File: config.mk
export PLATFORM = sky130hd
export DESIGN_NAME = text_console_cursor_engine_unit
export DESIGN_NICKNAME = d
export VERILOG_FILES = /design/src/rtl/tcce_pkg.sv /design/src/rtl/tcce_step.sv /design/src/rtl/text_console_cursor_engine_unit.sv
export SDC_FILE = /design/constraint.sdc
export NUM_CORES = 1
export LEC_CHECK = 0
export ABC_AREA = 1
export BUFFER_PORTS_ARGS = -buffer_cell sky130_fd_sc_hd__buf_4
export CORE_MARGIN = 8
export CORE_UTILIZATION = 45
export CTS_CLUSTER_SIZE = 40
export DETAILED_ROUTE_END_ITERATION = 10
export GPL_ROUTABILITY_DRIVEN = 0
export PLACE_DENSITY = 0.74
export SYNTH_ARGS = -nofsm -noshare
export SYNTH_HDL_FRONTEND = slang
export SYNTH_SLANG_ARGS = --single-unit
File: constraint.sdc
create_clock -name i_clk -period 5.5 [get_ports i_clk]
set_input_delay 0.275 -clock i_clk [delete_from_list [all_inputs] [get_ports i_clk]]
set_output_delay 0.275 -clock i_clk [all_outputs]
set_load 0.02 [all_outputs]
File: src/rtl/tcce_pkg.sv
// shared constants, types and helpers for the text console cursor engine
package tcce_pkg;

    localparam int COLUMNS   = 80;
    localparam int ROWS      = 25;
    localparam int TERMINALS = 3;

    localparam int COL_W  = 7;
    localparam int ROW_W  = 5;
    localparam int POS_W  = 11;
    localparam int TERM_W = (TERMINALS > 1) ? $clog2(TERMINALS) : 1;

    localparam logic [7:0] CH_NEWLINE   = 8'd10;
    localparam logic [7:0] CH_RETURN    = 8'd13;
    localparam logic [7:0] CH_BACKSPACE = 8'd8;
    localparam logic [7:0] CH_SPACE     = 8'd32;
    localparam logic [7:0] ATTR_RESET   = 8'd7;

    localparam logic [1:0] OP_NONE  = 2'd0;
    localparam logic [1:0] OP_WRITE = 2'd1;
    localparam logic [1:0] OP_BLANK = 2'd2;

    localparam logic KIND_CHAR  = 1'b0;
    localparam logic KIND_CLEAR = 1'b1;

    typedef struct packed {
        logic [1:0]       cell_op;
        logic [POS_W-1:0] cell_index;
        logic [7:0]       cell_char;
        logic [7:0]       cell_attr;
        logic             scroll_up;
        logic             clear_screen;
        logic             cursor_update;
        logic [POS_W-1:0] cursor_pos;
    } t_result;

    // row * COLUMNS + col, kept to the low 11 bits
    function automatic logic [POS_W-1:0] cell_offset(input logic [ROW_W-1:0] row,
                                                     input logic [COL_W-1:0] col);
        logic [POS_W:0] full;
        full = (POS_W+1)'(row) * (POS_W+1)'(COLUMNS) + (POS_W+1)'(col);
        return full[POS_W-1:0];
    endfunction

endpackage

File: src/rtl/tcce_step.sv
// cursor update and cell write decode for one transaction
module tcce_step (
    input  logic                        i_term_ok,
    input  logic                        i_is_shown,
    input  logic                        i_kind,
    input  logic [7:0]                  i_char_code,
    input  logic [7:0]                  i_attr,
    input  logic [tcce_pkg::COL_W-1:0]  i_col,
    input  logic [tcce_pkg::ROW_W-1:0]  i_row,
    output logic                        o_write,
    output logic [tcce_pkg::COL_W-1:0]  o_col,
    output logic [tcce_pkg::ROW_W-1:0]  o_row,
    output tcce_pkg::t_result           o_res
);

    logic [tcce_pkg::ROW_W:0]   row_inc;
    logic [tcce_pkg::ROW_W-1:0] nl_row;
    logic                       nl_scroll;

    // start of next row, pinned at the bottom with a scroll
    always_comb begin
        row_inc = (tcce_pkg::ROW_W+1)'(i_row) + 1'b1;
        if (row_inc >= (tcce_pkg::ROW_W+1)'(tcce_pkg::ROWS)) begin
            nl_row    = tcce_pkg::ROW_W'(tcce_pkg::ROWS - 1);
            nl_scroll = 1'b1;
        end else begin
            nl_row    = row_inc[tcce_pkg::ROW_W-1:0];
            nl_scroll = 1'b0;
        end
    end

    always_comb begin
        o_write = 1'b0;
        o_col   = i_col;
        o_row   = i_row;
        o_res   = '0;
        if (i_term_ok) begin
            o_write = 1'b1;
            if (i_kind == tcce_pkg::KIND_CLEAR) begin
                o_col              = '0;
                o_row              = '0;
                o_res.cell_attr    = i_attr;
                o_res.clear_screen = 1'b1;
            end else if (i_char_code == tcce_pkg::CH_NEWLINE ||
                         i_char_code == tcce_pkg::CH_RETURN) begin
                o_col           = '0;
                o_row           = nl_row;
                o_res.scroll_up = nl_scroll;
                o_res.cell_attr = nl_scroll ? i_attr : 8'd0;
            end else if (i_char_code == tcce_pkg::CH_BACKSPACE) begin
                if (i_col != '0 || i_row != '0) begin
                    if (i_col == '0) begin
                        o_row = i_row - 1'b1;
                        o_col = tcce_pkg::COL_W'(tcce_pkg::COLUMNS - 1);
                    end else begin
                        o_col = i_col - 1'b1;
                    end
                    o_res.cell_op    = tcce_pkg::OP_BLANK;
                    o_res.cell_index = tcce_pkg::cell_offset(o_row, o_col);
                    o_res.cell_char  = tcce_pkg::CH_SPACE;
                end
            end else begin
                // full row wraps before the write
                if (i_col >= tcce_pkg::COL_W'(tcce_pkg::COLUMNS)) begin
                    o_col           = '0;
                    o_row           = nl_row;
                    o_res.scroll_up = nl_scroll;
                end
                o_res.cell_op    = tcce_pkg::OP_WRITE;
                o_res.cell_index = tcce_pkg::cell_offset(o_row, o_col);
                o_res.cell_char  = i_char_code;
                o_res.cell_attr  = i_attr;
                o_col            = o_col + 1'b1;
            end
            if (i_kind == tcce_pkg::KIND_CLEAR || i_is_shown) begin
                o_res.cursor_update = 1'b1;
                o_res.cursor_pos    = tcce_pkg::cell_offset(o_row, o_col);
            end
        end
    end

endmodule

File: src/rtl/text_console_cursor_engine_unit.sv
// result path: the input transaction is captured in the input register, decoded, and its result is
//   held in the result register until the receiver takes it
// one transaction per cycle while the receiver is ready; cursor state is updated as an item
//   leaves the input register, so the next item sees it without a bubble
// reset (synchronous, active low): cursors of all terminals at 0,0, attribute 7,
//   both pipeline registers empty
module text_console_cursor_engine_unit (
    input  logic                           i_clk,
    input  logic                           i_rst_n,
    input  logic                           i_valid,
    output logic                           o_ready,
    input  logic                           i_kind,
    input  logic [7:0]                     i_char_code,
    input  logic                           i_from_keyboard,
    input  logic [1:0]                     i_shown_term,
    input  logic [1:0]                     i_running_term,
    output logic                           o_valid,
    input  logic                           i_ready,
    output logic [1:0]                     o_cell_op,
    output logic [tcce_pkg::POS_W-1:0]     o_cell_index,
    output logic [7:0]                     o_cell_char,
    output logic [7:0]                     o_cell_attr,
    output logic                           o_scroll_up,
    output logic                           o_clear_screen,
    output logic                           o_cursor_update,
    output logic [tcce_pkg::POS_W-1:0]     o_cursor_pos,
    input  logic                           i_attr_we,
    input  logic [7:0]                     i_attr_data
);

    logic                       r_in_valid;
    logic                       r_kind;
    logic [7:0]                 r_char_code;
    logic                       r_from_keyboard;
    logic [1:0]                 r_shown_term;
    logic [1:0]                 r_running_term;
    logic                       r_out_valid;
    tcce_pkg::t_result          r_res;
    logic [7:0]                 r_attr;
    logic [tcce_pkg::COL_W-1:0] r_col [tcce_pkg::TERMINALS];
    logic [tcce_pkg::ROW_W-1:0] r_row [tcce_pkg::TERMINALS];

    logic                       advance;
    logic [1:0]                 target;
    logic [1:0]                 sel;
    logic                       term_ok;
    logic [tcce_pkg::COL_W-1:0] cur_col;
    logic [tcce_pkg::ROW_W-1:0] cur_row;
    logic                       step_write;
    logic [tcce_pkg::COL_W-1:0] n_col;
    logic [tcce_pkg::ROW_W-1:0] n_row;
    tcce_pkg::t_result          n_res;

    assign advance = r_in_valid && (!r_out_valid || i_ready);
    assign o_ready = !r_in_valid || advance;

    always_comb begin
        target  = r_from_keyboard ? r_shown_term : r_running_term;
        sel     = (r_kind == tcce_pkg::KIND_CLEAR) ? r_shown_term : target;
        term_ok = (32'(sel) < tcce_pkg::TERMINALS);
        cur_col = '0;
        cur_row = '0;
        if (term_ok) begin
            cur_col = r_col[tcce_pkg::TERM_W'(sel)];
            cur_row = r_row[tcce_pkg::TERM_W'(sel)];
        end
    end

    tcce_step u_step (
        .i_term_ok   (term_ok),
        .i_is_shown  (target == r_shown_term),
        .i_kind      (r_kind),
        .i_char_code (r_char_code),
        .i_attr      (r_attr),
        .i_col       (cur_col),
        .i_row       (cur_row),
        .o_write     (step_write),
        .o_col       (n_col),
        .o_row       (n_row),
        .o_res       (n_res)
    );

    always_ff @(posedge i_clk) begin
        if (!i_rst_n) begin
            r_in_valid  <= 1'b0;
            r_out_valid <= 1'b0;
            r_attr      <= tcce_pkg::ATTR_RESET;
        end else begin
            if (o_ready) begin
                r_in_valid <= i_valid;
            end
            if (advance) begin
                r_out_valid <= 1'b1;
            end else if (i_ready) begin
                r_out_valid <= 1'b0;
            end
            if (i_attr_we) begin
                r_attr <= i_attr_data;
            end
        end
    end

    always_ff @(posedge i_clk) begin
        if (o_ready && i_valid) begin
            r_kind          <= i_kind;
            r_char_code     <= i_char_code;
            r_from_keyboard <= i_from_keyboard;
            r_shown_term    <= i_shown_term;
            r_running_term  <= i_running_term;
        end
        if (advance) begin
            r_res <= n_res;
        end
    end

    // per-terminal cursor state
    always_ff @(posedge i_clk) begin
        for (int t = 0; t < tcce_pkg::TERMINALS; t++) begin
            if (!i_rst_n) begin
                r_col[t] <= '0;
                r_row[t] <= '0;
            end else if (advance && step_write && 32'(sel) == t) begin
                r_col[t] <= n_col;
                r_row[t] <= n_row;
            end
        end
    end

    assign o_valid         = r_out_valid;
    assign o_cell_op       = r_res.cell_op;
    assign o_cell_index    = r_res.cell_index;
    assign o_cell_char     = r_res.cell_char;
    assign o_cell_attr     = r_res.cell_attr;
    assign o_scroll_up     = r_res.scroll_up;
    assign o_clear_screen  = r_res.clear_screen;
    assign o_cursor_update = r_res.cursor_update;
    assign o_cursor_pos    = r_res.cursor_pos;

endmodule

==> results of run 1 <==
## registers in the layout, summed over array words and instances (netlist names), 8 cells and up
| register | count |
|---|---|
| r_col | 21 |
| r_char_code | 8 |
| r_attr | 8 |
| o_cell_index | 11 |
| o_cursor_pos | 11 |
| o_cell_char | 8 |
| r_row | 15 |
| o_cell_attr | 8 |
## cells by family after synthesis
kind of cell,count (synthesis),synth area share (%)
AO/OA/AOI/OAI,77,7.27
XOR/XNOR,19,2.66
adder cells (fa/ha/maj),37,8.13
buffers and inverters,119,7.69
flip-flops,103,47.9
AND/OR/NAND/NOR,349,26.3
## routing by layer
metal / GRT usage [%] / part of all wire [%]
met5: 0 / 0
met4: 7.74 / 3.1
met3: 3.93 / 6.9
met2: 28.7 / 49
met1: 19.6 / 41
## worst min path at each step
stage                            startpoint  slack (ns)  cells after the start                 to
final                       i_shown_term[1]        0.09                      1    r_shown_term[1]
after detailed placement          r_attr[0]        0.44                      2          r_attr[0]
after global routing      i_running_term[0]        0.08                      1  r_running_term[0]
after CTS                   i_shown_term[1]        0.08                      1    r_shown_term[1]
after global placement            r_attr[1]        0.44                      2          r_attr[1]
after floorplan              i_char_code[0]        0.37                      0     r_char_code[0]
## synth_stat cells, drive strengths merged
master / count / area [µm²]
nor4: 1 / 6.26
and2: 2 / 12.5
fa: 6 / 120
o21bai: 2 / 18.8
and3: 1 / 6.26
clkinv: 2 / 7.51
nand3b: 7 / 52.6
buf: 6 / 56.3
o211ai: 1 / 7.51
a21oi: 29 / 153
o22ai: 2 / 12.5
clkbuf: 6 / 22.5
a32o: 1 / 10.0
a31oi: 2 / 12.5
a21o: 1 / 7.51
nor3: 14 / 101
nand4: 10 / 75.1
nand2: 141 / 572
a21boi: 1 / 7.51
a22o: 2 / 17.5
dfxtp: 10 / 200
nor2: 113 / 469
o2111ai: 1 / 8.76
edfxtp: 93 / 2790
xor2: 12 / 105
o31ai: 1 / 7.51
xnor2: 7 / 61.3
a211oi: 2 / 20.0
inv: 105 / 394
nand3: 56 / 325
or2: 4 / 25.0
ha: 31 / 388
o21ai: 31 / 163
o32ai: 1 / 8.76
## per-stage QoR
| stage | setup slack (ns) | cell area, µm² | TNS, ns | total power, mW | std cells |
|---|---|---|---|---|---|
| floorplan | 1.01 | 6250 | 0 | 1.45 | 704 |
| global placement | 0.484 | 7000 | 0 | 1.62 | 953 |
| detailed placement | 0.337 | 7000 | 0 | 1.63 | 953 |
| CTS | 0.320 | 7290 | 0 | 2.25 | 969 |
| global route | -0.00375 | 7370 | -0.00375 | 2.40 | 978 |
| finish | 0.420 | 7370 | 0 | 2.26 | 978 |
## cell type report
class                           instances  area (µm²)
Inverter                              107         402
Timing Repair Buffer                   90         676
Tap cell                              180         225
Fill cell                            1259        6350
Clock inverter                          6        63.8
Multi-Input combinational cell        482        2780
Sequential cell                       103        2990
Clock buffer                           10         229
## power breakdown
part	total, mW	leakage [nW]	internal [mW]	switching [mW]
Sequential	0.926	1.01	0.910	0.0157
Clock	0.622	0.145	0.321	0.302
Combinational	0.711	2.20	0.258	0.453
Total	2.26	3.36	1.49	0.770
## what timing repair did
action                     in CTS  in global routing
gates resized for setup         0                  2
setup endpoints to repair       0                  2
setup buffers                   0                  9
==> flow_metrics.env, run 1 <==
export IMPL_final_hold_viol_count=0
export IMPL_ir_drop_mv=0.136
export IMPL_cp_max_fo=22
export IMPL_min_period_over_period_pct=92.4
export IMPL_syn_num_nets=768
export IMPL_layout_nets=857
export IMPL_die_area_um2=17900
export IMPL_syn2layout_area_growth_pct=18.0
export IMPL_final_cell_mix="128 x nand2_1, 103 x nor2_1, 93 x edfxtp_1, 91 x inv_1, 90 x buf_4"
export IMPL_initial_core_util_pct=45.5
export IMPL_worst_pin_slew_ns=0.982
export IMPL_rows=43
export IMPL_r2r_start="r_kind"
export IMPL_status="completed"
export IMPL_end_kind="flip-flop"
export IMPL_worstReg2RegEnd="o_cursor_pos[10]"
export IMPL_power_leakage_nw=3.36
export IMPL_hpwl_mm=11.2
export IMPL_required_ns=5.59
export IMPL_drt_iter0_markers=452
export IMPL_wl_per_cell_um=15.1
export IMPL_ys_seq_elements=103
export IMPL_path_buf_inv=6
export IMPL_grt_max_degree=47
export IMPL_drc_errors=0
export IMPL_top_level_ports=72
export IMPL_worst_skew_pair_late_latency_ns=0.36
export IMPL_r2r_slack_ns=0.42
export IMPL_ys_seq_area_share_pct=47.9
export IMPL_max_cap_violations=0
export IMPL_synthCells=704
export IMPL_slew_viol_final=0
export IMPL_critPathSlowestCell="fa_1"
export IMPL_cts_buffers=9
export IMPL_fp_coreArea_um2=13700
export IMPL_routed_wl_mm=14.8
export IMPL_worst_path_stages=30
export IMPL_mostFrequentLayoutCell="nand2_1"
export IMPL_cp_common_cell="nand2_1"
export IMPL_slowest_delay_ns=0.52
export IMPL_fin_util_pct=53.7
export IMPL_vias=5045
export IMPL_track_usage_pct=16.8
export IMPL_viasPerCell=5.16
export IMPL_period_needed_ns=5.08
export IMPL_crit_path_end="o_cursor_pos[10]"
export IMPL_die_w_um=134
export IMPL_ys_types=51
export IMPL_htree_levels=3
export IMPL_slew_headroom_pct=33.9
export IMPL_p_per_area_nw_per_um2=306
export IMPL_setup_viol=0
export IMPL_dieHeight_um=134
export IMPL_whs_ns=0.0909
export IMPL_cp_start_kind="flip-flop"
export IMPL_yosysWarnings=0
export IMPL_clkTransAtPathRegs_ns=0.08
export IMPL_portBuffers=71
export IMPL_grt_antenna_before_repair=0
export IMPL_grt_pass1_wl_mm=23.9
export IMPL_clockBufferDepth=2
export IMPL_ff2ff_path_depth=30
export IMPL_worst_hold_path_type="input port to flip-flop"
export IMPL_max_freq_mhz=197
export IMPL_drt_pass1_iter_count=5
export IMPL_clock_tree_root_cell="clkbuf_16"
export IMPL_hold_buffers=0
export IMPL_grt_pass1_vias=4860
export IMPL_critical_path_arrival_ns=5.17
export IMPL_diodes=0
export IMPL_worst_path_dominant_cell_family="simple AND/OR/NAND/NOR gates"
export IMPL_synth_avg_cell_area_um2=8.87
export IMPL_clock_sinks=103
export IMPL_synth_area_um2=6250
export IMPL_cts_tree="yes"
export IMPL_overflow=0
export IMPL_final_antenna_net_count=0
export IMPL_finClkSkew_ns=0.0120
export IMPL_startpoint="r_kind"
export IMPL_drive_above_1_share_pct=21.1
export IMPL_criticalPathCategory="flip-flop to flip-flop"
Note: power is estimated with default switching activity, not from simulation.
==> run 2: changes to the inputs <==
Clock period 5.5 ns to 5 ns, I/O delays scaled along.
==> flow_metrics.env, run 2 (same netlist as run 1, synthesis figures left out) <==
export IMPL_status="completed"
export IMPL_routed_top_layer="met4"
export IMPL_ff2ff_path_depth=27
export IMPL_drt_iter0_markers=389
export IMPL_min_period_over_period_pct=93.3
export IMPL_final_cell_mix="128 x nand2_1, 102 x nor2_1, 93 x edfxtp_1, 91 x buf_4, 89 x inv_1"
export IMPL_cp_common_cell="nand2_1"
export IMPL_drc_errors=0
export IMPL_combPwrFrac_pct=31.3
export IMPL_die_w_um=134
export IMPL_route_met2_wl_mm=7.70
export IMPL_viasPerCell=5.13
export IMPL_grt_pass1_wl_mm=24.7
export IMPL_ir_drop_mv=0.165
export IMPL_dieHeight_um=134
export IMPL_slowest_delay_ns=0.52
export IMPL_path_buf_inv=4
export IMPL_largest_reg_flops=21
export IMPL_vias=5030
export IMPL_diodes=0
export IMPL_track_usage_pct=17.5
export IMPL_p_seq_share_pct=39.9
export IMPL_p_per_area_nw_per_um2=343
export IMPL_clockBufferDepth=2
export IMPL_portBuffers=71
export IMPL_worst_hold_path_type="input port to flip-flop"
export IMPL_clock_sinks=103
export IMPL_fin_tns_setup_ns=0
export IMPL_final_hold_viol_count=0
export IMPL_die_area_um2=17900
export IMPL_total_power_mw=2.55
export IMPL_finClkSkew_ns=0.0118
export IMPL_htree_levels=3
export IMPL_max_freq_mhz=214
export IMPL_r2r_start="r_from_keyboard"
export IMPL_slew_headroom_pct=32.0
export IMPL_drt_pass1_iter_count=5
export IMPL_top_level_ports=72
export IMPL_switching_share_pct=33.7
export IMPL_stdcell_count=980
export IMPL_clock_power_share_pct=28.8
export IMPL_max_cap_violations=0
export IMPL_drive_above_1_share_pct=21.8
export IMPL_min_path_cells=1
export IMPL_critical_path_arrival_ns=4.76
export IMPL_rows=43
export IMPL_layout_nets=859
export IMPL_p_switching_mw=0.860
export IMPL_syn2layout_area_growth_pct=19.0
export IMPL_fin_util_pct=54.2
export IMPL_clock_tree_root_cell="clkbuf_16"
export IMPL_wl_met1_mm=6.32
export IMPL_worst_path_stages=27
export IMPL_end_kind="flip-flop"
export IMPL_place_inst=962
export IMPL_p_int_mw=1.69
export IMPL_criticalPathCategory="flip-flop to flip-flop"
export IMPL_cp_start_kind="flip-flop"
export IMPL_largest_register="r_col"
export IMPL_initial_core_util_pct=45.5
export IMPL_startpoint="r_from_keyboard"
export IMPL_cts_tree="yes"
export IMPL_wl_met3_mm=1.01
export IMPL_routed_wl_mm=15.4
export IMPL_power_leakage_nw=3.38
export IMPL_period_needed_ns=4.66
export IMPL_cp_max_fo=13
export IMPL_final_antenna_net_count=0
export IMPL_fp_coreArea_um2=13700
export IMPL_wl_per_cell_um=15.7
export IMPL_mostFrequentLayoutCell="nand2_1"
export IMPL_top_regs="r_col x21, r_row x15"
export IMPL_worst_skew_pair_late_latency_ns=0.36
export IMPL_grt_antenna_before_repair=0
export IMPL_required_ns=5.10
export IMPL_nFillCells=1287
export IMPL_min_from="i_running_term[1]"
export IMPL_setup_viol=0
export IMPL_overflow=0
export IMPL_slew_viol_final=0
export IMPL_cts_buffers=9
export IMPL_grt_max_degree=47
export IMPL_critPathSlowestCell="fa_1"
export IMPL_grt_pass1_vias=4913
export IMPL_hpwl_mm=11.8
export IMPL_worst_pin_slew_ns=1.02
export IMPL_rsz0062_at_grt="no"
export IMPL_clkTransAtPathRegs_ns=0.07
export IMPL_worst_path_dominant_cell_family="simple AND/OR/NAND/NOR gates"
export IMPL_whs_ns=0.0620
-- run 2: changes by cell type in the layout (fill, tap and decap cells not counted), sizes merged --
| cell | change |
|---|---|
| buf | +2 |
| bufinv | +1 |
| clkbuf | -1 |
| clkinv | -1 |
| inv | +1 |
-- run 2: power groups by stage --
stage	combinational [mW]	sequential [mW]	clock [mW]
3_5_place_dp	0.781	1.04	0
5_1_grt	0.895	1.02	0.782
3_3_place_gp	0.767	1.04	0
4_1_cts	0.786	1.02	0.751
2_1_floorplan	0.534	1.07	0
6_report	0.799	1.02	0.733
-- run 2: worst paths after layout --
check / end / slack, ns
setup reg to reg: o_cursor_pos[10] / 0.34
hold reg to reg: r_attr[7] / 0.46
hold / removal: r_running_term[1] / 0.06
setup / recovery: o_cursor_pos[10] / 0.34
-- run 2: worst reg2reg max path, cell delays in order (launching register included) --
cell and delay (ns):
edfxtp_1 0.44, inv_2 0.12, nand2_1 0.08, nand3_2 0.08, nand2_4 0.13, nor2_4 0.23
nor2_1 0.06, o21ai_1 0.06, o21bai_2 0.20, ha_1 0.22, nand3_2 0.10, nor2_4 0.15
buf_4 0.16, nand2_1 0.07, xor2_1 0.21, nand2_1 0.11, a21oi_1 0.12, and2_1 0.23
ha_1 0.26, ha_1 0.23, fa_1 0.52, nand2_1 0.06, inv_1 0.08, nand3b_1 0.12
xnor2_2 0.17, inv_1 0.06, nand2_1 0.06, a21oi_1 0.07
-- run 2: layout make-up --
cell class | count | area, µm² | share of cell area [%]
Timing Repair Buffer | 92 | 694 | 9.34
Inverter | 107 | 404 | 5.44
Tap cell | 180 | 225 | 3.03
Clock inverter | 7 | 85.1 | 1.14
Sequential cell | 103 | 2990 | 40.3
Clock buffer | 9 | 225 | 3.03
Multi-Input combinational cell | 482 | 2810 | 37.8
-- run 2: per-layer routing --
metal  track usage, %  vias up
met3             3.66       22
li1                 -     2518
met4             6.24        0
met2             30.6      163
met1             20.8     2327
met5                0        -
-- run 2: stage by stage --
stage / setup WS (ns) / instance area, µm²
after floorplan: 0.506 / 6250
after global placement: 0.426 / 7070
after detailed placement: 0.231 / 7070
after CTS: 0.217 / 7380
after global routing: 0.00130 / 7430
final: 0.337 / 7430
-- run 2: what timing repair did --
item                                    4_1_cts  5_1_grt
endpoints found under the hold margin         0        0
setup buffers                                 0        2
hold buffers                                  0        0
resized for setup                             0       13
endpoints found under the setup margin        0        3
==> run 3: changes to the inputs <==
Settings changed: ABC_AREA 1 to 0.
==> flow_metrics.env, run 3 <==
export IMPL_status="finished, violations left"
export IMPL_violations="negative setup slack"
export IMPL_layout_nets=782
export IMPL_largest_reg_flops=21
export IMPL_drt_pass1_iter_count=5
export IMPL_setup_ws_ns=-0.0362
export IMPL_mostFrequentLayoutCell="buf_4"
export IMPL_synth_top_area_cell="edfxtp_1"
export IMPL_cts_tree="yes"
export IMPL_fin_area_um2=7920
export IMPL_criticalPathCategory="flip-flop to flip-flop"
export IMPL_synth_edff_count=93
export IMPL_top_level_ports=72
export IMPL_ys_seq_area_share_pct=46.9
export IMPL_clockBufferDepth=2
export IMPL_fp_coreArea_um2=13900
export IMPL_cts_buffers=9
export IMPL_hold_buffers=0
export IMPL_clock_tree_root_cell="clkbuf_16"
export IMPL_die_area_um2=18200
export IMPL_portBuffers=71
export IMPL_max_cap_violations=0
export IMPL_htree_levels=3
export IMPL_p_int_mw=1.63
export IMPL_min_period_over_period_pct=101
export IMPL_track_usage_pct=18.9
export IMPL_combPwrFrac_pct=29.4
export IMPL_vias=5447
export IMPL_ir_drop_mv=0.212
export IMPL_drive_above_1_share_pct=27.9
export IMPL_worst_hold_path_type="input port to flip-flop"
export IMPL_dieHeight_um=135
export IMPL_critical_path_arrival_ns=5.14
export IMPL_hpwl_mm=13.2
export IMPL_async_flop_share_pct=0
export IMPL_viasPerCell=6.03
export IMPL_final_cell_mix="119 x buf_4, 93 x edfxtp_1, 79 x nor2_1, 35 x nand2_1, 27 x ha_1"
export IMPL_die_w_um=135
export IMPL_yosysMostFrequentCell="edfxtp_1"
export IMPL_synth_top_cell_area_share_pct=43.8
export IMPL_grt_antenna_before_repair=0
export IMPL_final_hold_viol_count=0
export IMPL_cp_start_kind="flip-flop"
export IMPL_diodes=0
export IMPL_max_freq_mhz=199
export IMPL_clock_sinks=103
export IMPL_ys_types=79
export IMPL_top_regs="r_col x21, r_row x15"
export IMPL_initial_core_util_pct=46.0
export IMPL_setup_viol=1
export IMPL_post_place_ws_ns=-0.0849
export IMPL_ys_seq_elements=103
export IMPL_largest_register="r_col"
export IMPL_worst_pin_slew_ns=1.03
export IMPL_synthTopCellsByCount="93 x edfxtp_1, 82 x nor2_1, 37 x nand2_1, 31 x ha_1, 27 x o21ai_0"
export IMPL_placed_area_um2=7360
export IMPL_p_switching_mw=0.746
export IMPL_wl_per_cell_um=19.6
export IMPL_p_seq_share_pct=42.9
export IMPL_rsz0062_at_grt="yes"
export IMPL_synth_area_leaders="edfxtp_1 44%, ha_1 6.1%, nor2_1 4.8%"
export IMPL_finClkSkew_ns=0.0125
export IMPL_worst_skew_pair_late_latency_ns=0.36
export IMPL_overflow=0
export IMPL_switching_share_pct=31.4
export IMPL_yosysWarnings=0
export IMPL_p_per_area_nw_per_um2=300
export IMPL_power_leakage_nw=3.12
export IMPL_final_antenna_net_count=0
export IMPL_grt_max_degree=46
export IMPL_grt_pass1_wl_mm=27.2
export IMPL_synthCells=609
export IMPL_required_ns=5.11
export IMPL_rows=43
export IMPL_slew_viol_final=0
export IMPL_clkTransAtPathRegs_ns=0.07
export IMPL_grt_pass1_vias=5411
export IMPL_drt_iter0_markers=539
export IMPL_synth_ff_type="edfxtp_1"
export IMPL_drc_errors=0
export IMPL_synth_avg_cell_area_um2=10.5
export IMPL_end_kind="flip-flop"
export IMPL_routed_wl_mm=17.7
export IMPL_syn_num_nets=673
export IMPL_synth_area_um2=6380
export IMPL_clock_power_share_pct=27.7
export IMPL_cp_max_fo=11
export IMPL_slew_headroom_pct=31.0
export IMPL_syn2layout_area_growth_pct=24.1
export IMPL_period_needed_ns=5.04
-- run 3: cell types whose count changed after synthesis, sizes merged, moves of 8 or more --
| cell | change |
|---|---|
| nor2 | -28 |
| nand2 | -103 |
| mux2i | +22 |
| nor4 | +9 |
| nor2b | +13 |
| and2 | +18 |
| inv | -80 |
| nand3 | -39 |
| a21o | +12 |
| xnor2 | +14 |
| o22ai | +8 |
-- run 3: kinds of logic (layout without fill, tap and decap cells) --
logic type,Yosys count,in the layout,synth area share (%)
muxes,24,24,3.81
AOI/OAI and AO/OA,142,142,16.2
adders and majority gates,37,37,7.96
DFF,103,103,46.9
xor gates and xnor gates,29,29,3.98
and+or+nand+nor,228,228,18.0
buffers and inverters,46,160,3.12
-- run 3: metal layers --
| layer | up-vias | share of wire [%] | wire length [µm] | track usage [%] |
|---|---|---|---|---|
| li1 | 2475 | - | - | - |
| met2 | 279 | 51 | 8940 | 32.0 |
| met3 | 52 | 7.7 | 1370 | 3.68 |
| met4 | 0 | 2.9 | 511 | 8.51 |
| met1 | 2641 | 39 | 6870 | 22.7 |
| met5 | - | 0 | 0 | 0 |
-- run 3: final timing paths --
path / from / endpoint / slack (ns) / depth (start not counted)
max: r_from_keyboard / o_cursor_pos[10] / -0.04 / 18
min reg2reg: r_attr[1] / r_attr[1] / 0.47 / 2
min: i_running_term[0] / r_running_term[0] / 0.06 / 1
max reg2reg: r_from_keyboard / o_cursor_pos[10] / -0.04 / 18
-- run 3: final cells by class --
class / instances / area (µm²)
tap: 180 / 225
inverter: 25 / 93.8
fill: 1155 / 5960
clock buffer: 9 / 225
clock inverter: 7 / 48.8
multi-input combinational: 460 / 3440
timing repair buffer: 119 / 893
sequential: 103 / 2990
-- run 3: power groups by stage --
stage	combinational [mW]	clock, mW	sequential [mW]
after floorplan	0.419	0	1.06
after global placement	0.623	0	1.03
after detailed placement	0.641	0	1.04
after CTS	0.651	0.668	1.02
after global routing	0.758	0.693	1.02
final	0.698	0.656	1.02
-- run 3: stage by stage --
stage	power [mW]	setup TNS [ns]	instances	hold slack [ns]	utilization, %
4_1_cts	2.34	-0.0892	891	0.0567	55.1
3_5_place_dp	1.68	-0.160	875	0.429	53.0
5_1_grt	2.48	-0.287	903	0.0595	57.0
2_1_floorplan	1.48	0	609	0.349	-
3_3_place_gp	1.66	0	875	0.428	53.0
6_report	2.37	-0.0362	903	0.0638	57.0
-- run 3: worst max-delay path, stage by stage (launching register included) --
cell and delay [ns]:
edfxtp_1 0.43, buf_4 0.21, o21ai_4 0.27, nand2_2 0.17, buf_4 0.20, o32a_2 0.47
a21oi_4 0.27, nand2_1 0.24, o311ai_4 0.37, o221ai_2 0.15, nor2_2 0.17, ha_1 0.26
ha_2 0.21, fa_2 0.56, nand2_2 0.08, nor3_2 0.17, xnor2_1 0.11, and3_1 0.20
mux2_4 0.26
-- run 3: what timing repair did --
action / in CTS / in global routing
pin swaps: 3 / 24
buffers inserted: 0 / 12
setup endpoints to repair: 2 / 3
resized for setup: 6 / 36
